<file path="src/stt_pkg.sv">
// ----------------------------------------------------------------------------
// stt_pkg: shared types and constants for the sparse triplet table
// Entry layout, request and result records, operation and status codes.
// ----------------------------------------------------------------------------
package stt_pkg;

  localparam int unsigned ROW_W   = 8;
  localparam int unsigned COL_W   = 8;
  localparam int unsigned VAL_W   = 32;
  localparam int unsigned OP_W    = 2;
  localparam int unsigned STAT_W  = 2;

  localparam int unsigned CAPACITY = 64;
  localparam int unsigned IDX_W    = $clog2(CAPACITY);
  localparam int unsigned CNT_W    = $clog2(CAPACITY + 1);

  localparam int unsigned MAX_ROWS = 256;
  localparam int unsigned MAX_COLS = 256;
  // wide enough to hold either coordinate limit
  localparam int unsigned LIM_W    = 17;

  localparam logic [OP_W-1:0] OP_ADD    = 2'd0;
  localparam logic [OP_W-1:0] OP_REMOVE = 2'd1;
  localparam logic [OP_W-1:0] OP_FIND   = 2'd2;
  localparam logic [OP_W-1:0] OP_CHANGE = 2'd3;

  localparam logic [STAT_W-1:0] STAT_OK   = 2'd0;
  localparam logic [STAT_W-1:0] STAT_ZERO = 2'd1;
  localparam logic [STAT_W-1:0] STAT_NONE = 2'd2;
  localparam logic [STAT_W-1:0] STAT_FAIL = 2'd3;

  typedef struct packed {
    logic [ROW_W-1:0] row;
    logic [COL_W-1:0] col;
    logic [VAL_W-1:0] value;
  } entry_t;

  typedef struct packed {
    logic [OP_W-1:0]  op;
    logic [ROW_W-1:0] row;
    logic [COL_W-1:0] col;
    logic [VAL_W-1:0] value;
    logic [IDX_W-1:0] position;
  } req_t;

  typedef struct packed {
    logic [VAL_W-1:0]  found_value;
    logic [STAT_W-1:0] status;
    logic [CNT_W-1:0]  count;
  } res_t;

  typedef struct packed {
    logic             en;
    logic [IDX_W-1:0] addr;
    entry_t           data;
  } mem_wr_t;

endpackage

</file>
<file path="src/stt_mem.sv">
// ----------------------------------------------------------------------------
// stt_mem: entry store
// One write port, one read port with registered read data.
// ----------------------------------------------------------------------------
module stt_mem (
  input  logic                         clk_i,
  input  stt_pkg::mem_wr_t             wr_i,
  input  logic [stt_pkg::IDX_W-1:0]    rd_addr_i,
  output stt_pkg::entry_t              rd_data_o
);

  stt_pkg::entry_t mem_q [stt_pkg::CAPACITY];
  stt_pkg::entry_t rd_data_q;

  always_ff @(posedge clk_i) begin
    if (wr_i.en) begin
      mem_q[wr_i.addr] <= wr_i.data;
    end
    rd_data_q <= mem_q[rd_addr_i];
  end

  assign rd_data_o = rd_data_q;

endmodule

</file>
<file path="src/stt_match.sv">
// ----------------------------------------------------------------------------
// stt_match: coordinate compare unit
// Compares one stored entry against the requested row and column.
// ----------------------------------------------------------------------------
module stt_match (
  input  stt_pkg::entry_t              entry_i,
  input  logic [stt_pkg::ROW_W-1:0]    row_i,
  input  logic [stt_pkg::COL_W-1:0]    col_i,
  output logic                         hit_o,
  output logic                         zero_o
);

  assign hit_o  = (entry_i.row == row_i) && (entry_i.col == col_i);
  assign zero_o = (entry_i.value == '0);

endmodule

</file>
<file path="src/stt_ctrl.sv">
// ----------------------------------------------------------------------------
// stt_ctrl: request sequencer
// Runs add, remove, find and change over the store, one entry per cycle.
// ----------------------------------------------------------------------------
module stt_ctrl (
  input  logic                         clk_i,
  input  logic                         rst_ni,
  input  logic                         req_valid_i,
  output logic                         req_ready_o,
  input  stt_pkg::req_t                req_i,
  output logic                         res_valid_o,
  input  logic                         res_ready_i,
  output stt_pkg::res_t                res_o,
  output stt_pkg::mem_wr_t             mem_wr_o,
  output logic [stt_pkg::IDX_W-1:0]    mem_rd_addr_o,
  input  stt_pkg::entry_t              mem_rd_data_i
);

  localparam logic [1:0] S_IDLE = 2'd0;
  localparam logic [1:0] S_EXEC = 2'd1;
  localparam logic [1:0] S_SCAN = 2'd2;
  localparam logic [1:0] S_DONE = 2'd3;

  logic [1:0]                  state_q, state_d;
  stt_pkg::req_t               req_q, req_d;
  logic [stt_pkg::CNT_W-1:0]   cnt_q, cnt_d;
  logic [stt_pkg::CNT_W-1:0]   rd_q, rd_d;
  logic                        pend_q, pend_d;
  logic [stt_pkg::IDX_W-1:0]   pend_idx_q, pend_idx_d;
  logic [stt_pkg::VAL_W-1:0]   found_q, found_d;
  logic [stt_pkg::STAT_W-1:0]  status_q, status_d;
  logic                        hit, zero, finish, coord_ok;

  stt_match u_match (
    .entry_i (mem_rd_data_i),
    .row_i   (req_q.row),
    .col_i   (req_q.col),
    .hit_o   (hit),
    .zero_o  (zero)
  );

  assign coord_ok = (stt_pkg::LIM_W'(req_q.row) < stt_pkg::LIM_W'(stt_pkg::MAX_ROWS)) &&
                    (stt_pkg::LIM_W'(req_q.col) < stt_pkg::LIM_W'(stt_pkg::MAX_COLS));

  always_comb begin
    state_d       = state_q;
    req_d         = req_q;
    cnt_d         = cnt_q;
    rd_d          = rd_q;
    pend_d        = pend_q;
    pend_idx_d    = pend_idx_q;
    found_d       = found_q;
    status_d      = status_q;
    finish        = 1'b0;
    req_ready_o   = 1'b0;
    res_valid_o   = 1'b0;
    mem_wr_o      = '0;
    mem_rd_addr_o = rd_q[stt_pkg::IDX_W-1:0];

    unique case (state_q)
      S_IDLE: begin
        req_ready_o = 1'b1;
        if (req_valid_i) begin
          req_d   = req_i;
          state_d = S_EXEC;
        end
      end

      S_EXEC: begin
        found_d  = '0;
        status_d = stt_pkg::STAT_OK;
        pend_d   = 1'b0;
        unique case (req_q.op)
          stt_pkg::OP_ADD: begin
            state_d = S_DONE;
            if ((cnt_q < stt_pkg::CNT_W'(stt_pkg::CAPACITY)) && coord_ok) begin
              mem_wr_o.en         = 1'b1;
              mem_wr_o.addr       = cnt_q[stt_pkg::IDX_W-1:0];
              mem_wr_o.data.row   = req_q.row;
              mem_wr_o.data.col   = req_q.col;
              mem_wr_o.data.value = req_q.value;
              cnt_d               = cnt_q + 1'b1;
            end else begin
              status_d = stt_pkg::STAT_FAIL;
            end
          end
          stt_pkg::OP_REMOVE: begin
            if (stt_pkg::CNT_W'(req_q.position) >= cnt_q) begin
              status_d = stt_pkg::STAT_FAIL;
              state_d  = S_DONE;
            end else begin
              // shift starts with the entry just above the hole
              rd_d    = stt_pkg::CNT_W'(req_q.position) + 1'b1;
              state_d = S_SCAN;
            end
          end
          default: begin
            rd_d    = '0;
            state_d = S_SCAN;
          end
        endcase
      end

      S_SCAN: begin
        if (pend_q) begin
          if (req_q.op == stt_pkg::OP_REMOVE) begin
            mem_wr_o.en   = 1'b1;
            mem_wr_o.addr = pend_idx_q - 1'b1;
            mem_wr_o.data = mem_rd_data_i;
          end else if (hit) begin
            finish = 1'b1;
            if (req_q.op == stt_pkg::OP_FIND) begin
              if (zero) begin
                found_d  = '1;
                status_d = stt_pkg::STAT_ZERO;
              end else begin
                found_d = mem_rd_data_i.value;
              end
            end else begin
              mem_wr_o.en         = 1'b1;
              mem_wr_o.addr       = pend_idx_q;
              mem_wr_o.data.row   = req_q.row;
              mem_wr_o.data.col   = req_q.col;
              mem_wr_o.data.value = req_q.value;
            end
          end
        end else if (rd_q >= cnt_q) begin
          finish = 1'b1;
          if (req_q.op == stt_pkg::OP_REMOVE) begin
            cnt_d = cnt_q - 1'b1;
          end else begin
            status_d = stt_pkg::STAT_NONE;
          end
        end

        if (finish) begin
          pend_d  = 1'b0;
          state_d = S_DONE;
        end else if (rd_q < cnt_q) begin
          rd_d       = rd_q + 1'b1;
          pend_d     = 1'b1;
          pend_idx_d = rd_q[stt_pkg::IDX_W-1:0];
        end else begin
          pend_d = 1'b0;
        end
      end

      S_DONE: begin
        res_valid_o = 1'b1;
        if (res_ready_i) begin
          state_d = S_IDLE;
        end
      end

      default: begin
        state_d = S_IDLE;
      end
    endcase
  end

  assign res_o.found_value = found_q;
  assign res_o.status      = status_q;
  assign res_o.count       = cnt_q;

  always_ff @(posedge clk_i or negedge rst_ni) begin
    if (!rst_ni) begin
      state_q <= S_IDLE;
      cnt_q   <= '0;
      pend_q  <= 1'b0;
    end else begin
      state_q <= state_d;
      cnt_q   <= cnt_d;
      pend_q  <= pend_d;
    end
  end

  always_ff @(posedge clk_i) begin
    req_q      <= req_d;
    rd_q       <= rd_d;
    pend_idx_q <= pend_idx_d;
    found_q    <= found_d;
    status_q   <= status_d;
  end

endmodule

</file>
<file path="src/sparse_triplet_table.sv">
// ----------------------------------------------------------------------------
// sparse_triplet_table: coordinate-list sparse-matrix table
// Holds up to 64 (row, column, value) entries; add, remove, find, change.
// ----------------------------------------------------------------------------
// Usage:
//  - Requests arrive on the s_axis channel: tuser carries the operation,
//    tdata the row, column, value and position. Each request gives exactly
//    one result on the m_axis channel: tuser carries the status, tdata the
//    found value and the entry count after the operation.
//  - One request is handled at a time; s_axis_tready is low from acceptance
//    until the result has been handed to the output register.
//  - An add or a rejected remove goes from acceptance through the execute
//    state straight to the result state. Find and change walk the store
//    from entry 0, one entry per cycle through the single read port, and
//    stop at the first match or at the end of the table. Remove moves
//    each later entry down one place per cycle.
//  - The single read port of the entry store and its registered read data
//    set the pace: one entry per cycle.
//  - Reset empties the table at once (count to zero); no clearing pass.
//  - A stalled receiver holds the result in the output register; the next
//    request may be accepted meanwhile, and its result waits until the
//    register frees.
// ----------------------------------------------------------------------------
module sparse_triplet_table (
  input  logic        clk_i,
  input  logic        rst_ni,
  input  logic        s_axis_tvalid,
  output logic        s_axis_tready,
  input  logic [55:0] s_axis_tdata,   // row[7:0], col[15:8], value[47:16],
                                      // position[53:48], zero pad[55:54]
  input  logic [1:0]  s_axis_tuser,   // op[1:0]
  output logic        m_axis_tvalid,
  input  logic        m_axis_tready,
  output logic [39:0] m_axis_tdata,   // found_value[31:0], count[38:32],
                                      // zero pad[39]
  output logic [1:0]  m_axis_tuser    // status[1:0]
);

  stt_pkg::req_t                 req;
  stt_pkg::res_t                 res;
  stt_pkg::res_t                 out_q;
  logic                          out_valid_q;
  logic                          res_valid, res_ready;
  stt_pkg::mem_wr_t              mem_wr;
  logic [stt_pkg::IDX_W-1:0]     mem_rd_addr;
  stt_pkg::entry_t               mem_rd_data;

  // unpack the request
  assign req.op       = s_axis_tuser;
  assign req.row      = s_axis_tdata[7:0];
  assign req.col      = s_axis_tdata[15:8];
  assign req.value    = s_axis_tdata[47:16];
  assign req.position = s_axis_tdata[53:48];

  stt_ctrl u_ctrl (
    .clk_i         (clk_i),
    .rst_ni        (rst_ni),
    .req_valid_i   (s_axis_tvalid),
    .req_ready_o   (s_axis_tready),
    .req_i         (req),
    .res_valid_o   (res_valid),
    .res_ready_i   (res_ready),
    .res_o         (res),
    .mem_wr_o      (mem_wr),
    .mem_rd_addr_o (mem_rd_addr),
    .mem_rd_data_i (mem_rd_data)
  );

  stt_mem u_mem (
    .clk_i     (clk_i),
    .wr_i      (mem_wr),
    .rd_addr_i (mem_rd_addr),
    .rd_data_o (mem_rd_data)
  );

  // output register: frees when empty or when the receiver takes the result
  assign res_ready = !out_valid_q || m_axis_tready;

  always_ff @(posedge clk_i or negedge rst_ni) begin
    if (!rst_ni) begin
      out_valid_q <= 1'b0;
    end else if (res_ready) begin
      out_valid_q <= res_valid;
    end
  end

  always_ff @(posedge clk_i) begin
    if (res_ready && res_valid) begin
      out_q <= res;
    end
  end

  assign m_axis_tvalid = out_valid_q;
  assign m_axis_tdata  = {1'b0, out_q.count, out_q.found_value};
  assign m_axis_tuser  = out_q.status;

endmodule

</file>
<file path="config.mk">
export PLATFORM = sky130hd
export DESIGN_NAME = sparse_triplet_table
export DESIGN_NICKNAME = d
export VERILOG_FILES = /design/src/stt_pkg.sv /design/src/stt_mem.sv /design/src/stt_match.sv /design/src/stt_ctrl.sv /design/src/sparse_triplet_table.sv
export SDC_FILE = /design/constraint.sdc
export NUM_CORES = 2
export LEC_CHECK = 0
export BUFFER_PORTS_ARGS = -buffer_cell sky130_fd_sc_hd__buf_2
export CELL_PAD_IN_SITES_DETAIL_PLACEMENT = 1
export CELL_PAD_IN_SITES_GLOBAL_PLACEMENT = 2
export CORE_MARGIN = 3
export CORE_UTILIZATION = 50
export DETAILED_ROUTE_END_ITERATION = 16
export PLACE_DENSITY = 0.76
export SYNTH_ARGS = -nofsm -noshare
export SYNTH_HDL_FRONTEND = slang
export SYNTH_SLANG_ARGS = --single-unit
</file>
<file path="constraint.sdc">
create_clock -name clk_i -period 8.6 [get_ports clk_i]
set_input_delay 1.29 -clock clk_i [delete_from_list [all_inputs] [get_ports clk_i]]
set_output_delay 1.29 -clock clk_i [all_outputs]
set_load 0.02 [all_outputs]
</file>
==> run summary <==
Outcome = finished clean
Syn_nets = 5152
Starting Density = 50.50%
HPWL Detailed = 178700 um
Total gr overflow = 0
Die area = 255600 um^2
CTS H-tree lvls = 5
Area contributors post-synth = edfxtp_1 (77%), mux4_2 (18%), dfxtp_1 (0.77%), clkbuf_1 (0.47%), nor2_1 (0.31%)
Initial antenna violation count = 10
Remaining DRCs = 0
VDD IR max = 0.3601 mV
Comb pwr share = 26.0%
Design area = 141400 um^2
M3 GR Usage = 4.338%
CP Data Required Time = 9.16 ns
Crit path launch type = flip-flop
Area share of the largest cell type after synthesis = 77.40%
Core Area = 247100 um^2
Die X = 505.5 um
Clock network fraction of design power = 32.0%
Number of global-route vias before repair = 60900
Clock Skews = 0.06673 ns
EDFF count, synth = 3216
Vias/cell = 6.510
Global Route met2 Usage = 41.53%
Number of DRC markers in iteration 0 = 8054
Worst setup path endpoint = u_mem.mem_q[35][11]
Achievable Freq = 169.7 MHz
Max-slew violation count = 0
Root Buffer = clkbuf_16
Post-Route Setup TNS = 0 ns
CP Max Fanout = 35
Finished Layout Cells = 9017
Post-Place Cells = 8390
Unrepaired setup endpoints after global routing = false
First-pass GRT wire length = 472700 um
Overall routing resource usage = 26.23%
Tmin final = 5.894 ns
CTS max path bufs = 4
Post-CTS setup buffer count = 0
Yosys reg bits = 3275
Distinct cells, synth = 56
Pwr dens = 313.7 nW/um^2
Via Count = 58700
Drt first pass iters = 5
Switch share = 28.35%
# IOs = 106
CTS tree = yes
Sequential Power Share = 42.0%
CP Launch Point = u_ctrl.state_q[0]
Yosys warns = 0
Final Hold Viols = 0
Routed WL = 333500 um
Layout Area Growth over Synthesis = 13.35%
Core Rows = 182
Largest net degree at the start of global routing = 128
Top-count cell post-synth = edfxtp_1
Die H = 505.5 um
Clock Pin Slew Worst Setup and Hold Paths = 0.06 ns
Sequential area share after synthesis = 78.39%
Reg-to-Reg End = u_mem.mem_q[35][11]
Tightest Pin Transition = 1.305 ns
Worst-Skew Late Latency = 0.98 ns
TritonCTS Sinks = 3275
Worst Path Arrival = 6.45 ns
Cell internal pwr = 31.78 mW
Syn Area/Cell = 24.64 um^2
Share of cells above drive strength 1 = 33.36%
GP Congestion = 0.7637
P_leak = 42.29 nW
Nets = 5522
Final count of negative-setup-slack endpoints = 0
Synth Flop Type = edfxtp_1
Port-buffer cells = 102
Synth Cell Area = 124800 um^2
Largest area contributor in the netlist = edfxtp_1
Avg WL per Cell = 36.99 um
GR Util met1 = 38.01%
Max Cap Viol = 0
CTS resizes = 0
Most instantiated cells after synthesis = edfxtp_1 (3216), mux4_2 (1008), clkbuf_1 (156)
R2R depth = 10
Final cycle utilization of the critical path = 68.53%
DP Area = 130600 um^2
Flop-to-flop setup slack = 2.71 ns
RR Startpoint = u_ctrl.state_q[0]
Crit. End Element = flip-flop
CTS Buf Count = 346
WS Path Type = flip-flop to flip-flop
Post-synth ARST share = 0.3359%
Post-Synthesis Cells = 5064
Slew margin rel. = 12.84%
Hold_buf cts = 0
Antenna Violating Nets Remaining = 0
HP Class = input port to async pin
Net Switching = 12.58 mW
Global routing's busiest layer = met2
## stage by stage
stage	power, mW	setup WS [ns]	utilization (%)	hold slack (ns)
global route	45.88	2.541	57.23	0.1852
global placement	30.44	3.055	52.85	0.4054
finish	44.36	2.706	57.24	0.2195
CTS	44.79	2.795	57.16	0.1896
detailed placement	30.62	2.883	52.85	0.4063
floorplan	26.64	2.447	-	0.4003
## power groups by stage
stage | sequential, mW | combinational [mW] | clock, mW
2_1_floorplan | 18.8 | 7.85 | 0
3_3_place_gp | 19.0 | 11.5 | 0
3_5_place_dp | 19.0 | 11.6 | 0
4_1_cts | 18.6 | 11.7 | 14.4
5_1_grt | 18.7 | 12.2 | 15.1
6_report | 18.6 | 11.5 | 14.2
## worst max-delay path, stage by stage, from the launching register on
cell	delay [ns]
dfrtp_1	0.42
inv_1	0.13
ha_1	0.21
buf_4	0.23
nand2_1	0.30
nor2_4	0.23
a222oi_1	0.72
nand3b_1	0.98
or3_1	0.80
nor2_4	0.66
buf_4	0.73
## layout by cell type, fill, tap and decap left out, drive strengths merged, types with 5 or more instances in the layout
cell	instances
inv	28
diode	9
nor4	11
nor2	104
edfxtp	3216
nor3	38
nand2	34
nor2b	47
ha	25
clkinv	125
buf	293
nand4	10
and2	11
mux4	1008
a21o	7
a22oi	43
nand2b	9
a21oi	11
a21boi	6
o21ai	23
nor3b	5
dfxtp	48
clkinvlp	12
mux2i	6
clkbuf	447
nand3	14
bufinv	20
xnor2	25
dfrtp	11
xor2	10
## cells by family after synthesis
| family | synth area share [%] |
|---|---|
| AO/OA/AOI/OAI | 0.6508 |
| adder cells (fa/ha/maj) | 0.2667 |
| multiplexers | 18.27 |
| flip-flops | 78.39 |
| XOR/XNOR | 0.2457 |
| buffers and inverters | 0.9577 |
| other | 0.003006 |
| AND/OR/NAND/NOR | 1.214 |
## routing by layer
| layer | vias up | share of wire (%) |
|---|---|---|
| met5 | - | 0 |
| met4 | 0 | 3.1 |
| met3 | 558 | 8.7 |
| met2 | 3211 | 49 |
| met1 | 32280 | 39 |
| li1 | 22650 | - |
## sequential cells by signal, summed over array words and instances, names as in the netlist
signal	count
u_ctrl.found_q	32
m_axis_tvalid	1
u_ctrl.rd_q	7
m_axis_tuser	2
u_ctrl.req_q	56
u_ctrl.cnt_q	7
u_ctrl.pend_idx_q	6
u_ctrl.state_q	2
m_axis_tdata	39
u_mem.mem_q	3072
u_ctrl.status_q	2
u_ctrl.pend_q	1
u_mem.rd_data_o	48
## worst min-delay path by stage
stage	startpoint	slack, ns	depth (start not counted)	end
after floorplan	u_ctrl.found_q[0]	0.40	0	m_axis_tdata[0]
after global placement	u_ctrl.found_q[6]	0.41	0	m_axis_tdata[6]
after detailed placement	u_ctrl.found_q[26]	0.41	0	m_axis_tdata[26]
after CTS	rst_ni	0.19	1	m_axis_tvalid
after global routing	rst_ni	0.19	1	u_ctrl.cnt_q[3]
final	rst_ni	0.22	1	u_ctrl.cnt_q[5]
## layout make-up
| class | instances | area [um^2] |
|---|---|---|
| sequential | 3275 | 97810 |
| multi-input combinational | 1496 | 26480 |
| tap | 3312 | 4144 |
| inverter | 22 | 82.58 |
| clock buffer | 447 | 9285 |
| timing repair buffer | 293 | 2240 |
| fill | 20100 | 105600 |
| clock inverter | 163 | 1365 |
| antenna | 9 | 22.52 |
(Power assumes the default switching activity.)
